===== src/fptw_pkg.sv =====
// shared types and constants of the page table walker
// no dependencies
package fptw_pkg;

	localparam int IDX_W   = 9;
	localparam int ENTRY_W = 55;
	localparam int FRAME_W = 36;
	localparam int VA_W    = 48;

	// result status codes
	localparam logic [1:0] ST_OK    = 2'd0;
	localparam logic [1:0] ST_INVAL = 2'd1;
	localparam logic [1:0] ST_NOMEM = 2'd2;
	localparam logic [1:0] ST_NOENT = 2'd3;

	// write data select
	localparam logic [1:0] WD_ZERO = 2'd0;
	localparam logic [1:0] WD_LINK = 2'd1;
	localparam logic [1:0] WD_LEAF = 2'd2;

	// memory address select
	localparam logic [1:0] AS_SLOT  = 2'd0;
	localparam logic [1:0] AS_PAGE  = 2'd1;
	localparam logic [1:0] AS_SWEEP = 2'd2;

	typedef struct packed {
		logic       mem_rd;
		logic       mem_wr;
		logic [1:0] wr_sel;
		logic [1:0] addr_sel;
		logic       clr_inc;
		logic       clr_rst;
		logic       req_load;
		logic       lvl_inc;
		logic       page_off;
		logic       page_new;
		logic       alloc;
		logic       st_set;
		logic [1:0] st_code;
		logic       res_load;
	} fptw_cmd_t;

	typedef struct packed {
		logic is_map;
		logic bad_req;
		logic ent_valid;
		logic foreign;
		logic pool_full;
		logic clr_page_last;
		logic clr_sweep_last;
		logic lvl_pre_leaf;
		logic lvl_leaf;
		logic rsp_busy;
	} fptw_sts_t;

endpackage


===== src/fptw_ctrl.sv =====
// controller state machine of the page table walker
// depends on fptw_pkg
module fptw_ctrl import fptw_pkg::*; (
	input  logic      clk,
	input  logic      arst_n,
	input  logic      req_valid,
	output logic      req_stall,
	input  fptw_sts_t sts,
	output fptw_cmd_t cmd
);

	localparam logic [3:0] S_SWEEP = 4'd0;
	localparam logic [3:0] S_IDLE  = 4'd1;
	localparam logic [3:0] S_CHECK = 4'd2;
	localparam logic [3:0] S_READ  = 4'd3;
	localparam logic [3:0] S_EVAL  = 4'd4;
	localparam logic [3:0] S_CLEAR = 4'd5;
	localparam logic [3:0] S_LINK  = 4'd6;
	localparam logic [3:0] S_LEAF  = 4'd7;
	localparam logic [3:0] S_DONE  = 4'd8;

	logic [3:0] state_q, state_d;

	always_ff @(posedge clk or negedge arst_n) begin
		if (!arst_n) state_q <= S_SWEEP;
		else         state_q <= state_d;
	end

	assign req_stall = state_q != S_IDLE;

	// next state and commands
	always_comb begin
		state_d      = state_q;
		cmd          = '0;
		cmd.wr_sel   = WD_ZERO;
		cmd.addr_sel = AS_SLOT;
		cmd.st_code  = ST_OK;
		case (state_q)
			S_SWEEP: begin
				cmd.mem_wr   = 1'b1;
				cmd.addr_sel = AS_SWEEP;
				cmd.clr_inc  = 1'b1;
				if (sts.clr_sweep_last) begin
					cmd.clr_rst = 1'b1;
					state_d     = S_IDLE;
				end
			end
			S_IDLE: begin
				if (req_valid) begin
					cmd.req_load = 1'b1;
					state_d      = S_CHECK;
				end
			end
			S_CHECK: begin
				if (sts.is_map && sts.bad_req) begin
					cmd.st_set  = 1'b1;
					cmd.st_code = ST_INVAL;
					state_d     = S_DONE;
				end else begin
					state_d = S_READ;
				end
			end
			S_READ: begin
				cmd.mem_rd = 1'b1;
				state_d    = S_EVAL;
			end
			S_EVAL: begin
				cmd.st_set = 1'b1;
				if (sts.lvl_leaf) begin
					cmd.st_code = sts.ent_valid ? ST_OK : ST_NOENT;
					state_d     = S_DONE;
				end else if (!sts.ent_valid) begin
					if (!sts.is_map) begin
						cmd.st_code = ST_NOENT;
						state_d     = S_DONE;
					end else if (sts.pool_full) begin
						cmd.st_code = ST_NOMEM;
						state_d     = S_DONE;
					end else begin
						cmd.st_set = 1'b0;
						state_d    = S_CLEAR;
					end
				end else if (sts.foreign) begin
					cmd.st_code = sts.is_map ? ST_INVAL : ST_NOENT;
					state_d     = S_DONE;
				end else begin
					cmd.st_set   = 1'b0;
					cmd.page_off = 1'b1;
					cmd.lvl_inc  = 1'b1;
					state_d      = (sts.is_map && sts.lvl_pre_leaf) ? S_LEAF : S_READ;
				end
			end
			S_CLEAR: begin
				cmd.mem_wr   = 1'b1;
				cmd.addr_sel = AS_PAGE;
				cmd.clr_inc  = 1'b1;
				if (sts.clr_page_last) begin
					cmd.clr_rst = 1'b1;
					state_d     = S_LINK;
				end
			end
			S_LINK: begin
				cmd.mem_wr   = 1'b1;
				cmd.wr_sel   = WD_LINK;
				cmd.page_new = 1'b1;
				cmd.alloc    = 1'b1;
				cmd.lvl_inc  = 1'b1;
				state_d      = sts.lvl_pre_leaf ? S_LEAF : S_READ;
			end
			S_LEAF: begin
				cmd.mem_wr  = 1'b1;
				cmd.wr_sel  = WD_LEAF;
				cmd.st_set  = 1'b1;
				cmd.st_code = ST_OK;
				state_d     = S_DONE;
			end
			S_DONE: begin
				if (!sts.rsp_busy) begin
					cmd.res_load = 1'b1;
					state_d      = S_IDLE;
				end
			end
			default: state_d = S_IDLE;
		endcase
	end

endmodule


===== config.mk =====
export PLATFORM = sky130hd
export DESIGN_NAME = fptw_ctrl
export DESIGN_NICKNAME = d
export VERILOG_FILES = /design/src/fptw_pkg.sv /design/src/fptw_ctrl.sv
export SDC_FILE = /design/constraint.sdc
export NUM_CORES = 1
export LEC_CHECK = 0
export BUFFER_PORTS_ARGS = -buffer_cell sky130_fd_sc_hd__buf_2
export CORE_MARGIN = 4
export CORE_UTILIZATION = 42
export CTS_BUF_LIST = sky130_fd_sc_hd__clkbuf_16
export CTS_CLUSTER_SIZE = 16
export DETAILED_ROUTE_END_ITERATION = 8
export PLACE_DENSITY = 0.74
export SLEW_MARGIN = 5
export SYNTH_ARGS = -nofsm -noshare
export SYNTH_HDL_FRONTEND = slang
export SYNTH_SLANG_ARGS = --single-unit

===== constraint.sdc =====
create_clock -name clk -period 2.1 [get_ports clk]
set_clock_uncertainty 0.1 [all_clocks]
set_input_delay 0.21 -clock clk [delete_from_list [all_inputs] [get_ports clk]]
set_output_delay 0.21 -clock clk [all_outputs]
set_load 0.02 [all_outputs]

==> results.sh, run 1 <==
export IMPL_portBuffers=30
export IMPL_ys_types=37
export IMPL_nNetsFinal=124
export IMPL_tightestPinTransition_ns=0.398
export IMPL_final_common_cell="buf_2"
export IMPL_drive_gt1_frac=0.422
export IMPL_antennaDiodeCount=0
export IMPL_crit_path_end_kind="output pin"
export IMPL_synthFlopType="dfrtp_1"
export IMPL_h_tree_depth=1
export IMPL_run_status="finished clean"
export IMPL_final_cell_mix="buf_2 (29), nand2_1 (8), a21oi_1 (8), nor3_1 (7), nor2_1 (7)"
export IMPL_dieArea_sq_um=1970
export IMPL_cts_buffers=3
export IMPL_cp_required_ns=1.79
export IMPL_arrival_ns=1.78
export IMPL_place_inst=117
export IMPL_grt_antenna_before_repair=0
export IMPL_cap_violations=0
export IMPL_hold_violations=0
export IMPL_final_period_utilization=0.995
export IMPL_vias_per_cell=5.93
export IMPL_peakVddDrop_mv=0.712
export IMPL_grt_overflow_total=0
export IMPL_cts_root_buf="clkbuf_16"
export IMPL_cts_sinks=4
export IMPL_netlist_area_leader_share=0.180
export IMPL_rows=12
export IMPL_power_leakage_nw=0.422
export IMPL_ant_nets=0
export IMPL_grt_pass1_wl_microns=2970
export IMPL_synth_seq_cells=4
export IMPL_rsz0062_at_grt="yes"
export IMPL_hpwl_microns=1180
export IMPL_synth_edf_count=0
export IMPL_tns_ns=0
export IMPL_multi_input_area_sq_um=404
export IMPL_yosys_warnings=0
export IMPL_grt_usage=0.202
export IMPL_ys_async_sr_fraction=1.00
export IMPL_routed_wirelength_microns=1820
export IMPL_place_ws_ns=0.157
export IMPL_synthesis_nets=91
export IMPL_largest_reg_flops=4
export IMPL_whs_ns=0.172
export IMPL_max_freq_mhz=479
export IMPL_clkTransAtPathRegs_ns=0.03
export IMPL_netlist_area_sq_um=556
export IMPL_start_util=0.474
export IMPL_setup_viol=0
export IMPL_cp_start_kind="register"
export IMPL_synthTopCellsByArea="dfrtp_1 (18%), a21oi_1 (7.2%), nor3_1 (6.3%)"
export IMPL_hp_class="input port to register"
export IMPL_relSlewSlack=0.732
export IMPL_syn_area_per_cell_sq_um=7.12
export IMPL_wl_per_cell_microns=14.8
export IMPL_drv_slew=0
export IMPL_seqCellArea_sq_um=100
export IMPL_syn_instance_count=78
export IMPL_clockBufferDepth=2
export IMPL_clkLatencyLatePin_ns=0.23
export IMPL_yosysTopAreaCell="dfrtp_1"
export IMPL_dr_first_iter_drc_count=17
export IMPL_nFillCells=105
export IMPL_min_period_ns=2.09
export IMPL_cts_tree="built"
export IMPL_area_growth_pct=46.8
export IMPL_floorplan_die_height_microns=44.4
export IMPL_criticalPathCategory="register to output pin"
export IMPL_core_area_sq_um=1170
export IMPL_p_per_area_nw_per_um2=1450
export IMPL_setup_ws_ns=0.0104
export IMPL_grt_max_degree=19
export IMPL_grt_pass1_vias=656
export IMPL_firstDrtPassIters=4
export IMPL_synth_seq_area_share=0.180
export IMPL_regMostFlops="state_q"
export IMPL_stdcell_count=123
export IMPL_dr_total_vias=730
export IMPL_globalplace_congestion=0.744
export IMPL_ioPinCount=31
export IMPL_crit_fanout=3
export IMPL_die_w_microns=44.4
export IMPL_top_regs="state_q x4"
export IMPL_post_route_drc_count=0
-- per-stage QoR --
step | utilization | power [mW] | cell area, sq um
final | 0.697 | 1.18 | 816
after global routing | 0.697 | 1.27 | 816
after CTS | 0.684 | 1.17 | 801
after detailed placement | 0.599 | 0.848 | 702
after global placement | 0.599 | 0.845 | 702
after floorplan | - | 0.668 | 556
-- synthesized netlist by cell type, drive strengths merged, types with 2 or more instances --
| master | number |
|---|---|
| or3 | 2 |
| dfrtp | 4 |
| nor2b | 2 |
| buf | 7 |
| a21oi | 8 |
| nand2b | 3 |
| o21ai | 2 |
| nor2 | 7 |
| a21o | 2 |
| clkbuf | 2 |
| nor3 | 7 |
| inv | 2 |
| nand2 | 8 |
| o32ai | 2 |
| nor3b | 2 |
-- cell type report --
class / instances / share of cell area
multi-input combinational: 63 / 0.495
clock buffer: 3 / 0.0920
inverter: 2 / 0.00920
tap: 14 / 0.0215
timing repair buffer: 37 / 0.259
sequential: 4 / 0.123
-- worst paths after layout --
kind,end,cells after the start,slack [ns],startpoint
max reg2reg,state_q[1],4,0.21,state_q[3]
max in group asynchronous,state_q[3],2,1.53,arst_n
max,cmd[7],4,0.01,state_q[3]
min,state_q[3],2,0.17,sts[0]
min reg2reg,state_q[1],2,0.58,state_q[3]
min in group asynchronous,state_q[1],2,0.24,arst_n
-- timing repair --
item | 4_1_cts | 5_1_grt
hold buffers | 1 | 0
endpoints found under the hold margin | 4 | 0
buffers inserted | 1 | 1
resized for setup | 2 | 1
setup endpoints to repair | 2 | 2
pin swaps | 2 | 1
-- power by group --
part	total, mW	switching, mW	internal (mW)
clock network	0.301	0.0569	0.244
logic	0.757	0.473	0.284
registers	0.126	0.0172	0.109
-- per-layer routing --
layer / wire length (microns) / global-route usage / vias to the layer above
li1: - / - / 346
met1: 786 / 0.285 / 341
met2: 838 / 0.299 / 41
met3: 177 / 0.0407 / 2
met4: 21 / 0.0783 / 0
met5: 0 / 0 / -
-- worst max-delay path, cell delays in order, from the launching register on --
cell and delay [ns]:
dfrtp_1 0.37, or4b_4 0.55, or3_4 0.35, or2b_1 0.17
buf_6 0.11
-- logic make-up after synthesis --
logic type,after synthesis,synth area share
simple gates,38,0.387
mux,2,0.0383
xor+xnor,1,0.0158
flops,4,0.180
buf+inv,11,0.106
compound gates,22,0.273
No activity file was read; power rests on OpenSTA's default activity.
==> run 2, diff against run 1 <==
--- a/config.mk
+++ b/config.mk
@@ -5,13 +5,14 @@
 export SDC_FILE = /design/constraint.sdc
 export NUM_CORES = 1
 export LEC_CHECK = 0
+export ABC_AREA = 1
 export BUFFER_PORTS_ARGS = -buffer_cell sky130_fd_sc_hd__buf_2
-export CORE_MARGIN = 4
-export CORE_UTILIZATION = 42
+export CORE_AREA = 4 4 41 43
 export CTS_BUF_LIST = sky130_fd_sc_hd__clkbuf_16
 export CTS_CLUSTER_SIZE = 16
 export DETAILED_ROUTE_END_ITERATION = 8
-export PLACE_DENSITY = 0.74
+export DIE_AREA = 0 0 45 47
+export PLACE_DENSITY = 0.7
 export SLEW_MARGIN = 5
 export SYNTH_ARGS = -nofsm -noshare
 export SYNTH_HDL_FRONTEND = slang
==> run 2 against run 1 <==
Largest power group unchanged. Routed wire length shrank 18%. Critical endpoint is now cmd[1]. Synthesized area shrank 6.8%. Setup slack gained 0.39 ns. Largest cell class unchanged.
==> results.sh, run 2 <==
export IMPL_antennaDiodeCount=0
export IMPL_cp_start_kind="register"
export IMPL_cp_required_ns=1.79
export IMPL_ioPinCount=31
export IMPL_synth_edf_count=0
export IMPL_post_cts_resize_count=0
export IMPL_critical_path_endpoint="cmd[1]"
export IMPL_setup_viol=0
export IMPL_path_cells="inv_1 > nand2_2 > nor2_4 > inv_1 > o21ai_0 > buf_2"
export IMPL_drive_gt1_frac=0.374
export IMPL_slowest_stage="dfrtp_1"
export IMPL_multi_input_area_sq_um=317
export IMPL_globalplace_congestion=0.859
export IMPL_yosysTopAreaCell="dfrtp_1"
export IMPL_crit_buf_inv=3
export IMPL_synthesis_nets=104
export IMPL_wl_per_cell_microns=10.8
export IMPL_clkLatencyLatePin_ns=0.22
export IMPL_syn_area_per_cell_sq_um=5.69
export IMPL_hp_class="input port to register"
export IMPL_post_route_drc_count=0
export IMPL_cpLargestDelayFamily="flip-flops"
export IMPL_drv_slew=0
export IMPL_crit_path_frequent_cell="inv_1"
export IMPL_largest_reg_flops=4
export IMPL_tns_ns=0
export IMPL_synthTopCellsByArea="dfrtp_1 (19%), inv_1 (14%), nand2_1 (14%)"
export IMPL_netlist_area_leader_share=0.193
export IMPL_cap_violations=0
export IMPL_dieArea_sq_um=2120
export IMPL_grt_antenna_before_repair=0
export IMPL_hold_violations=0
export IMPL_rsz0062_at_grt="no"
export IMPL_p_per_area_nw_per_um2=1490
export IMPL_nFillCells=134
export IMPL_run_status="finished clean"
export IMPL_relSlewSlack=0.845
export IMPL_max_freq_mhz=587
export IMPL_grt_pass1_wl_microns=2450
export IMPL_netlist_area_sq_um=518
export IMPL_area_growth_pct=46.1
export IMPL_hpwl_microns=1270
export IMPL_reg2reg_to="state_q[0]"
export IMPL_regMostFlops="state_q"
export IMPL_min_period_ns=1.70
export IMPL_cts_hold_buf=1
export IMPL_ys_async_sr_fraction=1.00
export IMPL_vias_per_cell=4.84
export IMPL_grt_overflow_total=0
export IMPL_core_area_sq_um=1300
export IMPL_synthFlopType="dfrtp_1"
export IMPL_postCtsSetupRepairBufs=0
export IMPL_synth_seq_area_share=0.193
export IMPL_path_depth=6
export IMPL_portBuffers=30
export IMPL_ant_nets=0
export IMPL_die_w_microns=45
export IMPL_critPathMaxStageDelay_ns=0.44
export IMPL_yosys_warnings=0
export IMPL_clkTransAtPathRegs_ns=0.03
export IMPL_nNetsFinal=138
export IMPL_tightestPinTransition_ns=0.230
export IMPL_floorplan_die_height_microns=47
export IMPL_final_common_cell="buf_2"
export IMPL_dr_first_iter_drc_count=15
export IMPL_whs_ns=0.161
export IMPL_cts_sinks=4
export IMPL_power_leakage_nw=0.498
export IMPL_crit_path_start="state_q[0]"
export IMPL_crit_path_end_kind="output pin"
export IMPL_clockBufferDepth=2
export IMPL_grt_pass1_vias=636
export IMPL_final_cell_mix="buf_2 (30), nand2_1 (20), inv_1 (20), nor2_1 (10), nand3_1 (7)"
export IMPL_yosys_top_cells_count="inv_1 (20), nand2_1 (20), nor2_1 (10)"
export IMPL_synth_seq_cells=4
export IMPL_ys_types=19
export IMPL_cts_buffers=3
export IMPL_cts_tree="built"
export IMPL_cts_root_buf="clkbuf_16"
export IMPL_peakVddDrop_mv=0.855
export IMPL_r2r_slack_ns=0.75
export IMPL_top_regs="state_q x4"
export IMPL_grt_usage=0.156
export IMPL_crit_fanout=7
export IMPL_routed_wirelength_microns=1490
export IMPL_dr_total_vias=668
export IMPL_syn_instance_count=91
export IMPL_reg2regPathDepth=9
export IMPL_h_tree_depth=1
export IMPL_firstDrtPassIters=4
export IMPL_reg2reg_from="state_q[2]"
export IMPL_arrival_ns=1.39
export IMPL_final_period_utilization=0.811
export IMPL_rows=13
export IMPL_seqCellArea_sq_um=100
export IMPL_criticalPathCategory="register to output pin"
export IMPL_grt_max_degree=8
export IMPL_start_util=0.398
==> run 2: metal layers <==
layer  global-route usage  share of wire  vias to the layer above
met3               0.0268          0.079                        0
met1                0.179           0.41                      293
met4               0.0760              0                        0
met2                0.280           0.51                       30
met5                    0              0                        -
li1                     -              -                      345
==> run 2: worst min path at each step <==
stage	start	endpoint	slack (ns)	cells after the start
after global placement	arst_n	state_q[0]	-0.08	1
after floorplan	arst_n	state_q[0]	-0.19	0
after detailed placement	arst_n	state_q[0]	-0.08	1
after CTS	sts[2]	state_q[2]	0.16	3
after global routing	sts[2]	state_q[2]	0.18	3
final	sts[2]	state_q[2]	0.16	3
==> run 2: logic make-up (layout without fill, tap and decap cells) <==
group,count (synthesis),in the layout,share of synthesized area
compound gates,9,9,0.0942
buf+inv,25,57,0.196
flops,4,4,0.193
simple gates,53,53,0.517
==> run 2: stage by stage <==
stage	cells	total power, mW	util	setup WS [ns]	instance area [sq um]
after floorplan	91	0.651	-	0.499	518
after global placement	134	0.830	0.516	0.650	672
after detailed placement	134	0.840	0.516	0.627	672
after CTS	138	1.14	0.582	0.395	757
after global routing	138	1.22	0.582	0.318	757
final	138	1.13	0.582	0.397	757
==> run 2: final cells by class <==
type,instances,share of cell area
Clock buffer,3,0.0992
Inverter,23,0.114
Multi-Input combinational cell,62,0.418
Sequential cell,4,0.132
Tap cell,15,0.0248
Timing Repair Buffer,31,0.212
==> run 2: report_power, final <==
group / switching, mW / internal [mW] / total, mW
Combinational: 0.463 / 0.215 / 0.678
Sequential: 0.0496 / 0.112 / 0.162
Clock: 0.0468 / 0.243 / 0.289
==> run 2: tightest hold or removal path, stage by stage <==
cell and delay [ns]:
buf_2 0.09, nand2_1 0.05, nand4_1 0.09
==> run 3, diff against run 2 <==
--- a/config.mk
+++ b/config.mk
@@ -7,11 +7,11 @@
 export LEC_CHECK = 0
 export ABC_AREA = 1
 export BUFFER_PORTS_ARGS = -buffer_cell sky130_fd_sc_hd__buf_2
-export CORE_AREA = 4 4 41 43
+export CORE_MARGIN = 4
+export CORE_UTILIZATION = 37
 export CTS_BUF_LIST = sky130_fd_sc_hd__clkbuf_16
 export CTS_CLUSTER_SIZE = 16
 export DETAILED_ROUTE_END_ITERATION = 8
-export DIE_AREA = 0 0 45 47
 export PLACE_DENSITY = 0.7
 export SLEW_MARGIN = 5
 export SYNTH_ARGS = -nofsm -noshare
==> constraint.sdc (replaced) <==
create_clock -name clk -period 1.4 [get_ports clk]
set_clock_uncertainty 0.1 [all_clocks]
set_input_delay 0.14 -clock clk [delete_from_list [all_inputs] [get_ports clk]]
set_output_delay 0.14 -clock clk [all_outputs]
set_load 0.02 [all_outputs]
==> run 3 against run 2 <==
The run now ends with setup timing left. Power grew 92%. Via count grew 7.6%. Die area shrank 2.5%. First-iteration DRC count shrank 27%. Setup slack lost 0.55 ns. Largest cell class unchanged.
==> results.sh, run 3 (synthesis gave the netlist of run 2 again) <==
export IMPL_multi_input_area_sq_um=372
export IMPL_cts_tree="built"
export IMPL_relSlewSlack=0.848
export IMPL_cts_root_buf="clkbuf_16"
export IMPL_tightestPinTransition_ns=0.227
export IMPL_crit_fanout=7
export IMPL_max_freq_mhz=642
export IMPL_crit_path_end_kind="output pin"
export IMPL_wl_per_cell_microns=12.4
export IMPL_crit_buf_inv=2
export IMPL_nFillCells=119
export IMPL_floorplan_die_height_microns=45.4
export IMPL_dieArea_sq_um=2060
export IMPL_h_tree_depth=1
export IMPL_largest_reg_flops=4
export IMPL_drv_slew=0
export IMPL_met1_length_microns=692
export IMPL_start_util=0.393
export IMPL_clockBufferDepth=2
export IMPL_cp_required_ns=1.16
export IMPL_cpLargestDelayFamily="flip-flops"
export IMPL_ant_nets=0
export IMPL_grt_pass1_wl_microns=2620
export IMPL_finish_utilization=0.719
export IMPL_violations="setup timing"
export IMPL_rsz0062_at_grt="yes"
export IMPL_drive_gt1_frac=0.541
export IMPL_rows=13
export IMPL_ioPinCount=31
export IMPL_critPathMaxStageDelay_ns=0.45
export IMPL_grt_max_degree=8
export IMPL_criticalPathCategory="register to output pin"
export IMPL_top_regs="state_q x4"
export IMPL_p_per_area_nw_per_um2=2290
export IMPL_cts_buffers=3
export IMPL_hold_violations=0
export IMPL_nNetsFinal=148
export IMPL_clkTransAtPathRegs_ns=0.03
export IMPL_min_period_ns=1.56
export IMPL_run_status="finished, violations left"
export IMPL_clkLatencyLatePin_ns=0.22
export IMPL_core_area_sq_um=1320
export IMPL_grt_pass1_vias=690
export IMPL_place_ws_ns=0.00675
export IMPL_globalplace_congestion=0.779
export IMPL_setup_ws_ns=-0.157
export IMPL_hp_class="input port to register"
export IMPL_cap_violations=0
export IMPL_hpwl_microns=1250
export IMPL_arrival_ns=1.32
export IMPL_stdcell_count=148
export IMPL_path_cells="inv_2 > nand2_4 > nor2_4 > nand4_2 > nand2_2 > buf_6"
export IMPL_final_cell_mix="buf_4 (20), nand2_1 (17), inv_1 (16), buf_2 (15)"
export IMPL_grt_antenna_before_repair=0
export IMPL_dr_total_vias=719
export IMPL_firstDrtPassIters=4
export IMPL_cp_start_kind="register"
export IMPL_final_period_utilization=1.11
export IMPL_power_leakage_nw=0.557
export IMPL_grt_usage=0.170
export IMPL_antennaDiodeCount=0
export IMPL_final_common_cell="buf_4"
export IMPL_grt_overflow_total=0
export IMPL_vias_per_cell=4.86
export IMPL_dr_first_iter_drc_count=11
export IMPL_place_inst=135
export IMPL_cts_sinks=4
export IMPL_wl_met3_microns=105
export IMPL_highest_layer="met4"
export IMPL_dr_wl_met2_microns=1020
export IMPL_setup_viol=16
export IMPL_peakVddDrop_mv=1.16
export IMPL_routed_wirelength_microns=1840
export IMPL_post_route_drc_count=0
export IMPL_portBuffers=30
export IMPL_regMostFlops="state_q"
export IMPL_tns_ns=-1.53
export IMPL_die_w_microns=45.4
export IMPL_seqCellArea_sq_um=104
export IMPL_area_growth_pct=82.9
export IMPL_slowest_stage="dfrtp_2"
## run 3: cell types whose count changed in the layout (fill, tap and decap cells not counted), moves of 2 or more
cell	change
buf_2	-15
dfrtp_2	+3
nor2_1	-3
dfrtp_1	-3
nor2_4	+2
buf_4	+20
nand2_1	-3
inv_2	+4
buf_6	+5
nand2_2	+2
inv_1	-4
o21ai_0	-2
## run 3: power breakdown
part           switching (mW)  internal, mW  leakage (nW)  total, mW
clock                  0.0731         0.364        0.0370      0.437
combinational           0.870         0.604         0.472       1.47
sequential             0.0828         0.176        0.0477      0.259
## run 3: tightest hold or removal path: stages
cell and delay [ns]:
buf_2 0.09, nand2_1 0.05, nand4_1 0.08
## run 3: path summary, 6_finish.rpt
path,depth (start not counted),from,slack (ns),to
max reg2reg,10,state_q[3],0.02,state_q[0]
min in group asynchronous,2,arst_n,0.17,state_q[3]
max,6,state_q[0],-0.16,cmd[7]
max in group asynchronous,2,arst_n,0.90,state_q[2]
min reg2reg,2,state_q[0],0.50,state_q[0]
min,3,sts[2],0.08,state_q[2]
## run 3: per-layer routing
| metal | up-vias | GRT usage |
|---|---|---|
| li1 | 369 | - |
| met1 | 319 | 0.180 |
| met2 | 29 | 0.326 |
| met3 | 2 | 0.0435 |
| met4 | 0 | 0.0409 |
| met5 | - | 0 |
## run 3: layout make-up
class | count | share of cell area
Multi-Input combinational cell | 62 | 0.392
Timing Repair Buffer | 41 | 0.308
Sequential cell | 4 | 0.110
Inverter | 23 | 0.0911
Clock buffer | 3 | 0.0793
Tap cell | 15 | 0.0198
## run 3: repair_timing
action                                 4_1_cts  5_1_grt
setup endpoints to repair                   18       22
endpoints found under the hold margin        4        0
pin swaps                                    4        0
hold buffers                                 1        0
buffers inserted                             6        3
resized for setup                           27       10
## run 3: stage by stage
step	cell area (sq um)	power (mW)	hold slack, ns
floorplan	534	1.01	-0.256
global placement	696	1.29	-0.153
detailed placement	696	1.30	-0.152
CTS	890	1.99	0.0869
global route	947	2.32	0.105
finish	947	2.17	0.0814
